File: config.mk
export PLATFORM = sky130hd
export DESIGN_NAME = rle_image_stream_decoder_core
export DESIGN_NICKNAME = d
export VERILOG_FILES = /design/src/design/rleid_pkg.sv /design/src/design/rle_image_stream_decoder_core.sv
export SDC_FILE = /design/constraint.sdc
export NUM_CORES = 1
export LEC_CHECK = 0
export BUFFER_PORTS_ARGS = -buffer_cell sky130_fd_sc_hd__buf_2
export CAP_MARGIN = 5
export CORE_UTILIZATION = 40
export DETAILED_ROUTE_END_ITERATION = 16
export GPL_TIMING_DRIVEN = 0
export PLACE_DENSITY_LB_ADDON = 0.3
export SLEW_MARGIN = 40
export SYNTH_ARGS = -nofsm -noshare
export SYNTH_HDL_FRONTEND = slang
export SYNTH_SLANG_ARGS = --single-unit
File: constraint.sdc
create_clock -name clk_i -period 12.9 [get_ports clk_i]
set_input_delay 1.29 -clock clk_i [delete_from_list [all_inputs] [get_ports clk_i]]
set_output_delay 1.29 -clock clk_i [all_outputs]
set_load 0.1 [all_outputs]
File: src/design/rleid_pkg.sv
// Package for the run-length image stream decoder.
// Holds the channel word types, result kind and error codes, and the signature table.
// No dependencies.
package rleid_pkg;

  localparam logic [1:0] KIND_HEADER = 2'd0;
  localparam logic [1:0] KIND_RUN    = 2'd1;
  localparam logic [1:0] KIND_ERROR  = 2'd2;
  localparam logic [1:0] KIND_EMPTY  = 2'd3;

  localparam logic [2:0] ERR_NONE      = 3'd0;
  localparam logic [2:0] ERR_SIGNATURE = 3'd1;
  localparam logic [2:0] ERR_VERSION   = 3'd2;
  localparam logic [2:0] ERR_COMPRESS  = 3'd3;
  localparam logic [2:0] ERR_SHORT_ROW = 3'd4;

  localparam logic [7:0] OPAQUE = 8'd255;

  localparam logic [7:0] SIG_CHARS [3] = '{8'h4E, 8'h56, 8'h47};

  typedef struct packed {
    logic [7:0] data_byte;
    logic       file_start;
  } rleid_in_t;

  typedef struct packed {
    logic [1:0]  kind;
    logic [7:0]  red;
    logic [7:0]  green;
    logic [7:0]  blue;
    logic [7:0]  opacity;
    logic [7:0]  run_length;
    logic        row_end;
    logic        image_end;
    logic [2:0]  error_code;
    logic [15:0] image_width;
    logic [15:0] image_height;
    logic        has_alpha;
  } rleid_out_t;

endpackage

File: src/design/rle_image_stream_decoder_core.sv
// Run-length image stream decoder, top level.
// Depends on rleid_pkg for the word types and codes.
//
// Usage:
// The input channel carries one file byte per word, with file_start set on
// the first byte of each file; that byte restarts the parser from any phase.
// Bytes outside a file (after an error or a finished image) are dropped.
// The output channel carries at most one result word per input word: a
// header, a pixel run, an error or an empty-image end marker.
// Throughput: one input word per cycle while in_stall_o is low. Each byte is decoded
// by the logic between the parser state registers and the output register, which
// offers its result on out_valid_o.
// When the receiver stalls, one further result is caught in a skid register,
// and in_stall_o rises only once that skid register holds a word; it falls
// again the cycle after the output word is taken and the skid word moves up.
// Reset returns the parser to idle, ignoring bytes, and empties both output
// registers. No clearing pass is needed.
module rle_image_stream_decoder_core
  import rleid_pkg::*;
(
  input  logic       clk_i,
  input  logic       rst_ni,
  input  logic       in_valid_i,
  output logic       in_stall_o,
  input  rleid_in_t  in_data_i,
  output logic       out_valid_o,
  input  logic       out_stall_i,
  output rleid_out_t out_data_o
);

  typedef enum logic [3:0] {
    PH_IDLE,
    PH_SIG,
    PH_VER,
    PH_COMP,
    PH_ALPHA,
    PH_WIDTH,
    PH_HEIGHT,
    PH_ROWLEN,
    PH_ROWDATA
  } phase_e;

  phase_e      phase_q, phase_d, cur_phase;
  logic [1:0]  hdr_cnt_q, hdr_cnt_d, cur_hdr_cnt;
  logic        sig_mis_q, sig_mis_d, cur_sig_mis;
  logic        ver3_q, ver3_d;
  logic        comp_rle_q, comp_rle_d, cur_comp_rle;
  logic        comp_bad_q, comp_bad_d, cur_comp_bad;
  logic        four_q, four_d, cur_four;
  logic [15:0] width_q, width_d;
  logic [15:0] height_q, height_d;
  logic [15:0] rows_done_q, rows_done_d;
  logic [15:0] row_left_q, row_left_d;
  logic [15:0] pix_left_q, pix_left_d;
  logic [2:0]  comp_idx_q, comp_idx_d;
  logic [7:0]  px_q [4];
  logic [7:0]  px_d [4];
  logic [7:0]  run_cnt_q, run_cnt_d;
  logic [7:0]  word_hi_q, word_hi_d;

  logic        out_vld_q, skid_vld_q;
  rleid_out_t  out_q, skid_q;

  logic        in_fire, out_take;
  logic        res_vld;
  rleid_out_t  res;

  logic [15:0] word_val;
  logic [15:0] rows_inc;
  logic [15:0] row_left_dec;
  logic [2:0]  idx_inc;
  logic [2:0]  pix_total;
  logic [1:0]  slot;
  logic [7:0]  run_n;
  logic [15:0] run_clip;
  logic        run_emit;

  assign in_fire     = in_valid_i & ~in_stall_o;
  assign out_take    = out_vld_q & ~out_stall_i;
  assign in_stall_o  = skid_vld_q;
  assign out_valid_o = out_vld_q;
  assign out_data_o  = out_q;

  always_comb begin
    phase_d     = phase_q;
    hdr_cnt_d   = hdr_cnt_q;
    sig_mis_d   = sig_mis_q;
    ver3_d      = ver3_q;
    comp_rle_d  = comp_rle_q;
    comp_bad_d  = comp_bad_q;
    four_d      = four_q;
    width_d     = width_q;
    height_d    = height_q;
    rows_done_d = rows_done_q;
    row_left_d  = row_left_q;
    pix_left_d  = pix_left_q;
    comp_idx_d  = comp_idx_q;
    px_d        = px_q;
    run_cnt_d   = run_cnt_q;
    word_hi_d   = word_hi_q;
    res         = '0;
    res_vld     = 1'b0;

    // A start-flagged byte sees the parser as freshly reset and at the signature.
    cur_phase    = phase_q;
    cur_hdr_cnt  = hdr_cnt_q;
    cur_sig_mis  = sig_mis_q;
    cur_comp_rle = comp_rle_q;
    cur_comp_bad = comp_bad_q;
    cur_four     = four_q;
    if (in_data_i.file_start) begin
      cur_phase    = PH_SIG;
      cur_hdr_cnt  = 2'd0;
      cur_sig_mis  = 1'b0;
      cur_comp_rle = 1'b0;
      cur_comp_bad = 1'b0;
      cur_four     = 1'b0;
    end

    word_val     = {word_hi_q, in_data_i.data_byte};
    rows_inc     = rows_done_q + 16'd1;
    row_left_dec = row_left_q - 16'd1;
    idx_inc      = comp_idx_q + 3'd1;
    pix_total    = 3'd3 + {2'd0, cur_four} + {2'd0, cur_comp_rle};
    slot         = comp_idx_q[1:0] - {1'b0, cur_comp_rle};
    run_n        = cur_comp_rle ? run_cnt_q : 8'd1;
    run_clip     = ({8'd0, run_n} > pix_left_q) ? pix_left_q : {8'd0, run_n};
    run_emit     = 1'b0;

    if (in_fire) begin
      phase_d    = cur_phase;
      hdr_cnt_d  = cur_hdr_cnt;
      sig_mis_d  = cur_sig_mis;
      comp_rle_d = cur_comp_rle;
      comp_bad_d = cur_comp_bad;
      four_d     = cur_four;

      case (cur_phase)
        PH_SIG: begin
          if (in_data_i.data_byte != SIG_CHARS[cur_hdr_cnt]) sig_mis_d = 1'b1;
          if (cur_hdr_cnt == 2'd2) begin
            hdr_cnt_d = 2'd0;
            phase_d   = PH_VER;
          end else begin
            hdr_cnt_d = cur_hdr_cnt + 2'd1;
          end
        end
        PH_VER: begin
          ver3_d = (in_data_i.data_byte == 8'd3);
          if (cur_sig_mis) begin
            res_vld        = 1'b1;
            res.kind       = KIND_ERROR;
            res.error_code = ERR_SIGNATURE;
            phase_d        = PH_IDLE;
          end else if (in_data_i.data_byte < 8'd1 || in_data_i.data_byte > 8'd3) begin
            res_vld        = 1'b1;
            res.kind       = KIND_ERROR;
            res.error_code = ERR_VERSION;
            phase_d        = PH_IDLE;
          end else begin
            phase_d = (in_data_i.data_byte >= 8'd2) ? PH_COMP : PH_WIDTH;
          end
        end
        PH_COMP: begin
          comp_rle_d = (in_data_i.data_byte == 8'd1);
          comp_bad_d = (in_data_i.data_byte > 8'd1);
          phase_d    = ver3_q ? PH_ALPHA : PH_WIDTH;
        end
        PH_ALPHA: begin
          four_d  = (in_data_i.data_byte != 8'd0);
          phase_d = PH_WIDTH;
        end
        PH_WIDTH, PH_HEIGHT, PH_ROWLEN: begin
          if (cur_hdr_cnt == 2'd0) begin
            word_hi_d = in_data_i.data_byte;
            hdr_cnt_d = 2'd1;
          end else begin
            hdr_cnt_d = 2'd0;
            if (cur_phase == PH_WIDTH) begin
              width_d = word_val;
              phase_d = PH_HEIGHT;
            end else if (cur_phase == PH_HEIGHT) begin
              height_d           = word_val;
              res_vld            = 1'b1;
              res.image_width    = width_q;
              res.image_height   = word_val;
              res.has_alpha      = cur_four;
              if (word_val == 16'd0) begin
                res.kind      = KIND_EMPTY;
                res.image_end = 1'b1;
                phase_d       = PH_IDLE;
              end else begin
                res.kind    = KIND_HEADER;
                rows_done_d = 16'd0;
                pix_left_d  = width_q;
                comp_idx_d  = 3'd0;
                phase_d     = PH_ROWLEN;
              end
            end else if (cur_comp_bad) begin
              res_vld        = 1'b1;
              res.kind       = KIND_ERROR;
              res.error_code = ERR_COMPRESS;
              phase_d        = PH_IDLE;
            end else begin
              row_left_d = word_val;
              if (word_val == 16'd0) begin
                // Empty row: finish it at once.
                if (pix_left_q != 16'd0) begin
                  res_vld        = 1'b1;
                  res.kind       = KIND_ERROR;
                  res.error_code = ERR_SHORT_ROW;
                  phase_d        = PH_IDLE;
                end else begin
                  rows_done_d = rows_inc;
                  if (rows_inc == height_q) begin
                    phase_d = PH_IDLE;
                    if (width_q == 16'd0) begin
                      res_vld          = 1'b1;
                      res.kind         = KIND_EMPTY;
                      res.image_end    = 1'b1;
                      res.image_width  = width_q;
                      res.image_height = height_q;
                      res.has_alpha    = cur_four;
                    end
                  end else begin
                    pix_left_d = width_q;
                    comp_idx_d = 3'd0;
                    phase_d    = PH_ROWLEN;
                  end
                end
              end else begin
                phase_d = PH_ROWDATA;
              end
            end
          end
        end
        PH_ROWDATA: begin
          row_left_d = row_left_dec;
          if (pix_left_q != 16'd0) begin
            if (cur_comp_rle && comp_idx_q == 3'd0) begin
              run_cnt_d = in_data_i.data_byte;
            end else begin
              px_d[slot] = in_data_i.data_byte;
            end
            if (idx_inc >= pix_total) begin
              comp_idx_d = 3'd0;
              if (run_n != 8'd0) begin
                run_emit       = 1'b1;
                pix_left_d     = pix_left_q - run_clip;
                res_vld        = 1'b1;
                res.kind       = KIND_RUN;
                res.red        = px_d[0];
                res.green      = px_d[1];
                res.blue       = px_d[2];
                res.opacity    = cur_four ? px_d[3] : OPAQUE;
                res.run_length = run_clip[7:0];
                if (pix_left_d == 16'd0) begin
                  res.row_end   = 1'b1;
                  res.image_end = (rows_inc == height_q) && (rows_done_q != 16'hFFFF);
                end
              end
            end else begin
              comp_idx_d = idx_inc;
            end
          end
          if (row_left_dec == 16'd0) begin
            if (pix_left_d != 16'd0) begin
              // Row ran out early: the error replaces any run from this byte.
              res            = '0;
              res_vld        = 1'b1;
              res.kind       = KIND_ERROR;
              res.error_code = ERR_SHORT_ROW;
              phase_d        = PH_IDLE;
            end else begin
              rows_done_d = rows_inc;
              if (rows_inc == height_q) begin
                phase_d = PH_IDLE;
                if (width_q == 16'd0 && !run_emit) begin
                  res_vld          = 1'b1;
                  res.kind         = KIND_EMPTY;
                  res.image_end    = 1'b1;
                  res.image_width  = width_q;
                  res.image_height = height_q;
                  res.has_alpha    = cur_four;
                end
              end else begin
                pix_left_d = width_q;
                comp_idx_d = 3'd0;
                hdr_cnt_d  = 2'd0;
                phase_d    = PH_ROWLEN;
              end
            end
          end
        end
        default: begin
          phase_d = PH_IDLE;
        end
      endcase
    end
  end

  always_ff @(posedge clk_i or negedge rst_ni) begin
    if (!rst_ni) begin
      phase_q     <= PH_IDLE;
      hdr_cnt_q   <= 2'd0;
      sig_mis_q   <= 1'b0;
      ver3_q      <= 1'b0;
      comp_rle_q  <= 1'b0;
      comp_bad_q  <= 1'b0;
      four_q      <= 1'b0;
      width_q     <= 16'd0;
      height_q    <= 16'd0;
      rows_done_q <= 16'd0;
      row_left_q  <= 16'd0;
      pix_left_q  <= 16'd0;
      comp_idx_q  <= 3'd0;
      run_cnt_q   <= 8'd0;
      word_hi_q   <= 8'd0;
      out_vld_q   <= 1'b0;
      skid_vld_q  <= 1'b0;
    end else begin
      phase_q     <= phase_d;
      hdr_cnt_q   <= hdr_cnt_d;
      sig_mis_q   <= sig_mis_d;
      ver3_q      <= ver3_d;
      comp_rle_q  <= comp_rle_d;
      comp_bad_q  <= comp_bad_d;
      four_q      <= four_d;
      width_q     <= width_d;
      height_q    <= height_d;
      rows_done_q <= rows_done_d;
      row_left_q  <= row_left_d;
      pix_left_q  <= pix_left_d;
      comp_idx_q  <= comp_idx_d;
      run_cnt_q   <= run_cnt_d;
      word_hi_q   <= word_hi_d;
      if (skid_vld_q) begin
        if (out_take) skid_vld_q <= 1'b0;
      end else if (res_vld) begin
        if (!out_vld_q || out_take) begin
          out_vld_q <= 1'b1;
        end else begin
          skid_vld_q <= 1'b1;
        end
      end else if (out_take) begin
        out_vld_q <= 1'b0;
      end
    end
  end

  // Pixel bytes and result words carry no reset.
  always_ff @(posedge clk_i) begin
    px_q <= px_d;
    if (skid_vld_q) begin
      if (out_take) out_q <= skid_q;
    end else if (res_vld) begin
      if (!out_vld_q || out_take) begin
        out_q <= res;
      end else begin
        skid_q <= res;
      end
    end
  end

endmodule

==> run_results.csv <==
group,metric,value,unit
sta,finalWorstSetupSlack,5140,ps
floorplan,die_y,200,um
route,wl_per_cell,20.2,um
grt,grt_max_degree,69,
worst_setup_path,cp-start-kind,"primary input",
place,globalplace.congestion,0.934,
job,drv_cap,0,
layout,n_antenna_cell,0,
logic_synthesis,ys.flop_type,"edfxtp_1",
worst_setup_path,path_max_fanout,10,
sta,skew,16.9,ps
floorplan,num_rows,72,
sta,post-route-min-period,7760,ps
route,drc,0,
worst_setup_path,path_delay_family,"compound AO/OA/AOI/OAI gates",
sta,fmax,0.129,GHz
layout,area.growth.synth_to_final,16.9,%
clock_network,clock_latency,540,ps
worst_setup_path,critical_path.n_buffers_inverters,6,
logic_synthesis,synth_edf_count,192,
layout,fin_area,0.0184,mm^2
worst_setup_path,cp_common_cell,"a21oi_1",
route,ant_nets,0,
worst_setup_path,worstSetupEndpointType,"flop",
place,dp_hpwl,31800,um
clock_network,cts.clk_slew.worst_paths,70,ps
clock_network,cts.sinks,304,
floorplan,die_area,0.0400,mm^2
clock_network,hold_buffers,0,
sta,rsz0062_at_grt,"false",
clock_network,cts_max_level,2,
power,powerDensity,119,mW/mm^2
power,peakVddDrop,82.7,uV
outcome,status,"finished clean",
clock_network,cts_tree,"done",
worst_setup_path,r2r_setup_slack,5550,ps
logic_synthesis,synthDistinctLibCells,80,
grt,antenna_found_initial,2,
power,swShare,0.220,
power,intPower,1.71,mW
logic_synthesis,synth_fp_nets,1560,
sta,finalHoldViolations,0,
worst_setup_path,critPathKind,"in2reg",
sta,slew_headroom,0.411,
place,dp_slack,4690,ps
logic_synthesis,post_synth.cell_area_avg,10.3,um^2
power,power_frac_seq,0.473,
clock_network,root_buffer,"clkbuf_16",
power,p_leak,7.53,nW
power,combinationalPowerShare,0.038,
logic_synthesis,ys_seq_area_frac,0.546,
worst_setup_path,arrival,8100,ps
power,clkPwrFrac,0.489,
place,place_area,0.0171,mm^2
logic_synthesis,synthArstFlopShare,0.368,
grt,grt_pass1_vias,12005,
logic_synthesis,syn_area,0.0157,mm^2
floorplan,initial_core_util,0.406,
sta,setup_viol,0,
grt,grt_usage,0.224,
sta,final.setup.tns,0,ps
power,p_sw,481,uW
logic_synthesis,yosys_warnings,0,
logic_synthesis,synthCells,1522,
floorplan,die_width,200,um
worst_setup_path,cpPeakStageDelay,570,ps
route,totalWireLength,44800,um
clock_network,cts_setup_buffers,0,
logic_synthesis,synth-seq-cells,304,
grt,grt_pass1_wl,69900,um
clock_network,clk_path_buf_depth,3,
hold_path,hold_path_class,"reg2reg",
clock_network,cts_resized,0,
place,portBuffers,90,
layout,fin_nets,1707,
layout,layout-drive-gt1-share,0.153,
sta,fin_crit_sh,0.601,
clock_network,cts_buffers,35,
worst_setup_path,crit_slowest_cell,"nor3_2",
route,drtPass1Iterations,6,
route,vias_per_cell,5.60,
worst_setup_path,worstPathRequired,13250,ps
sta,worst_pin_slew,884,ps
grt,grt_remaining_overflow,0,
sta,slew_viol_final,0,
route,dr.first_iter.drc_count,1111,
floorplan,fp.coreArea,0.0386,mm^2
route,vias,12396,
floorplan,io_pins,95,
## cells in the final DEF, fill, tap and decap left out, types with 15 or more instances in the layout
master,instances
a21o_1,28
a21oi_1,70
and3_1,28
buf_2,106
clkbuf_1,65
clkbuf_16,37
dfrtp_1,112
edfxtp_1,192
ha_1,24
inv_1,63
mux2_2,33
mux2i_1,39
nand2_1,189
nand3_1,58
nor2_1,124
nor3_1,46
nor4_1,19
o21ai_0,111
xnor2_1,25
xor2_1,15
## power by group through the flow
stage	logic [mW]	registers [mW]	clock network [mW]
final	0.0829	1.04	1.07
after global routing	0.0904	1.04	1.13
after CTS	0.0818	1.04	1.09
after detailed placement	0.0814	1.06	0
after global placement	0.0796	1.06	0
after floorplan	0.0494	1.05	0
## sequential cells by signal (all words and copies together) (netlist names), 2 cells and up
signal and cells:
out_data_o 80, comp_idx_q 3, height_q 16, phase_q 4
rows_done_q 16, word_hi_q 8, px_q 32, pix_left_q 16
row_left_q 16, skid_q 80, hdr_cnt_q 2, run_cnt_q 8
width_q 16
## routing by layer
metal | up-vias | track usage | share of wire
li1 | 5865 | - | -
met1 | 6011 | 0.317 | 0.46
met2 | 444 | 0.346 | 0.45
met3 | 76 | 0.0394 | 0.068
met4 | 0 | 0.0761 | 0.025
met5 | - | 0 | 0
## worst register-to-register path: cells and delay by family (launching register included)
kind	cells	cell delay (ps)
compound gates	11	3040
fa+ha+maj	4	1230
mux	1	450
simple gates	5	1340
flops	1	430
buf+inv	4	680
## final timing paths
path | cells after the start | end | from
worst max register to register | 25 | out_data_o[74] | comp_rle_q
worst min register to register | 2 | four_q | four_q
worst max-delay path | 27 | out_data_o[74] | in_data_i[0]
min in group asynchronous | 1 | rows_done_q[5] | rst_ni
max in group asynchronous | 2 | run_cnt_q[7] | rst_ni
worst min-delay path | 2 | four_q | four_q
## Yosys cell counts (11+ instances only)
cell / n / area share
and2_1: 11 / 0.0044
ha_1: 24 / 0.019
a21oi_1: 71 / 0.023
buf_2: 12 / 0.0038
nand4_1: 14 / 0.0056
nor2b_1: 11 / 0.0044
dfrtp_1: 112 / 0.18
and3_1: 28 / 0.011
xnor2_1: 25 / 0.014
edfxtp_1: 192 / 0.37
nor4_1: 21 / 0.0084
clkbuf_1: 67 / 0.016
nand2_1: 189 / 0.045
xor2_1: 15 / 0.0084
a31oi_1: 13 / 0.0052
nor3_1: 50 / 0.016
mux2i_1: 39 / 0.025
inv_1: 63 / 0.015
a22o_1: 12 / 0.0067
o2bb2ai_1: 11 / 0.0061
nand3_1: 58 / 0.018
o21ai_0: 111 / 0.035
mux2_2: 33 / 0.024
a21o_1: 28 / 0.013
nand2b_1: 13 / 0.0052
nor2_1: 125 / 0.030
## per-stage QoR
stage          utilization  hold slack [ps]  total power, mW  std cells
2_1_floorplan            -              442             1.10       1522
3_5_place_dp         0.443              467             1.14       2149
4_1_cts              0.475              482             2.21       2212
6_report             0.475              484             2.19       2213
5_1_grt              0.475              534             2.26       2213
3_3_place_gp         0.435              466             1.14       2130
## logic make-up (layout without fill, tap and decap cells)
group | after synthesis | after routing | share of synthesized area
and+or+nand+nor | 579 | 579 | 0.178
DFF | 304 | 304 | 0.546
AOI/OAI and AO/OA | 351 | 351 | 0.145
adders and majority gates | 26 | 26 | 0.0210
muxes | 72 | 72 | 0.0485
xor gates and xnor gates | 40 | 40 | 0.0223
buffers and inverters | 150 | 323 | 0.0388
## cell type report
| type | count | area [um^2] |
|---|---|---|
| Clock inverter | 23 | 290 |
| Fill cell | 3563 | 20300 |
| Sequential cell | 304 | 8570 |
| Timing Repair Buffer | 110 | 707 |
| Clock buffer | 40 | 947 |
| Inverter | 63 | 236 |
| Tap cell | 518 | 648 |
| Buffer | 87 | 378 |
| Multi-Input combinational cell | 1068 | 6580 |
No activity file was read; power rests on OpenSTA's default activity.
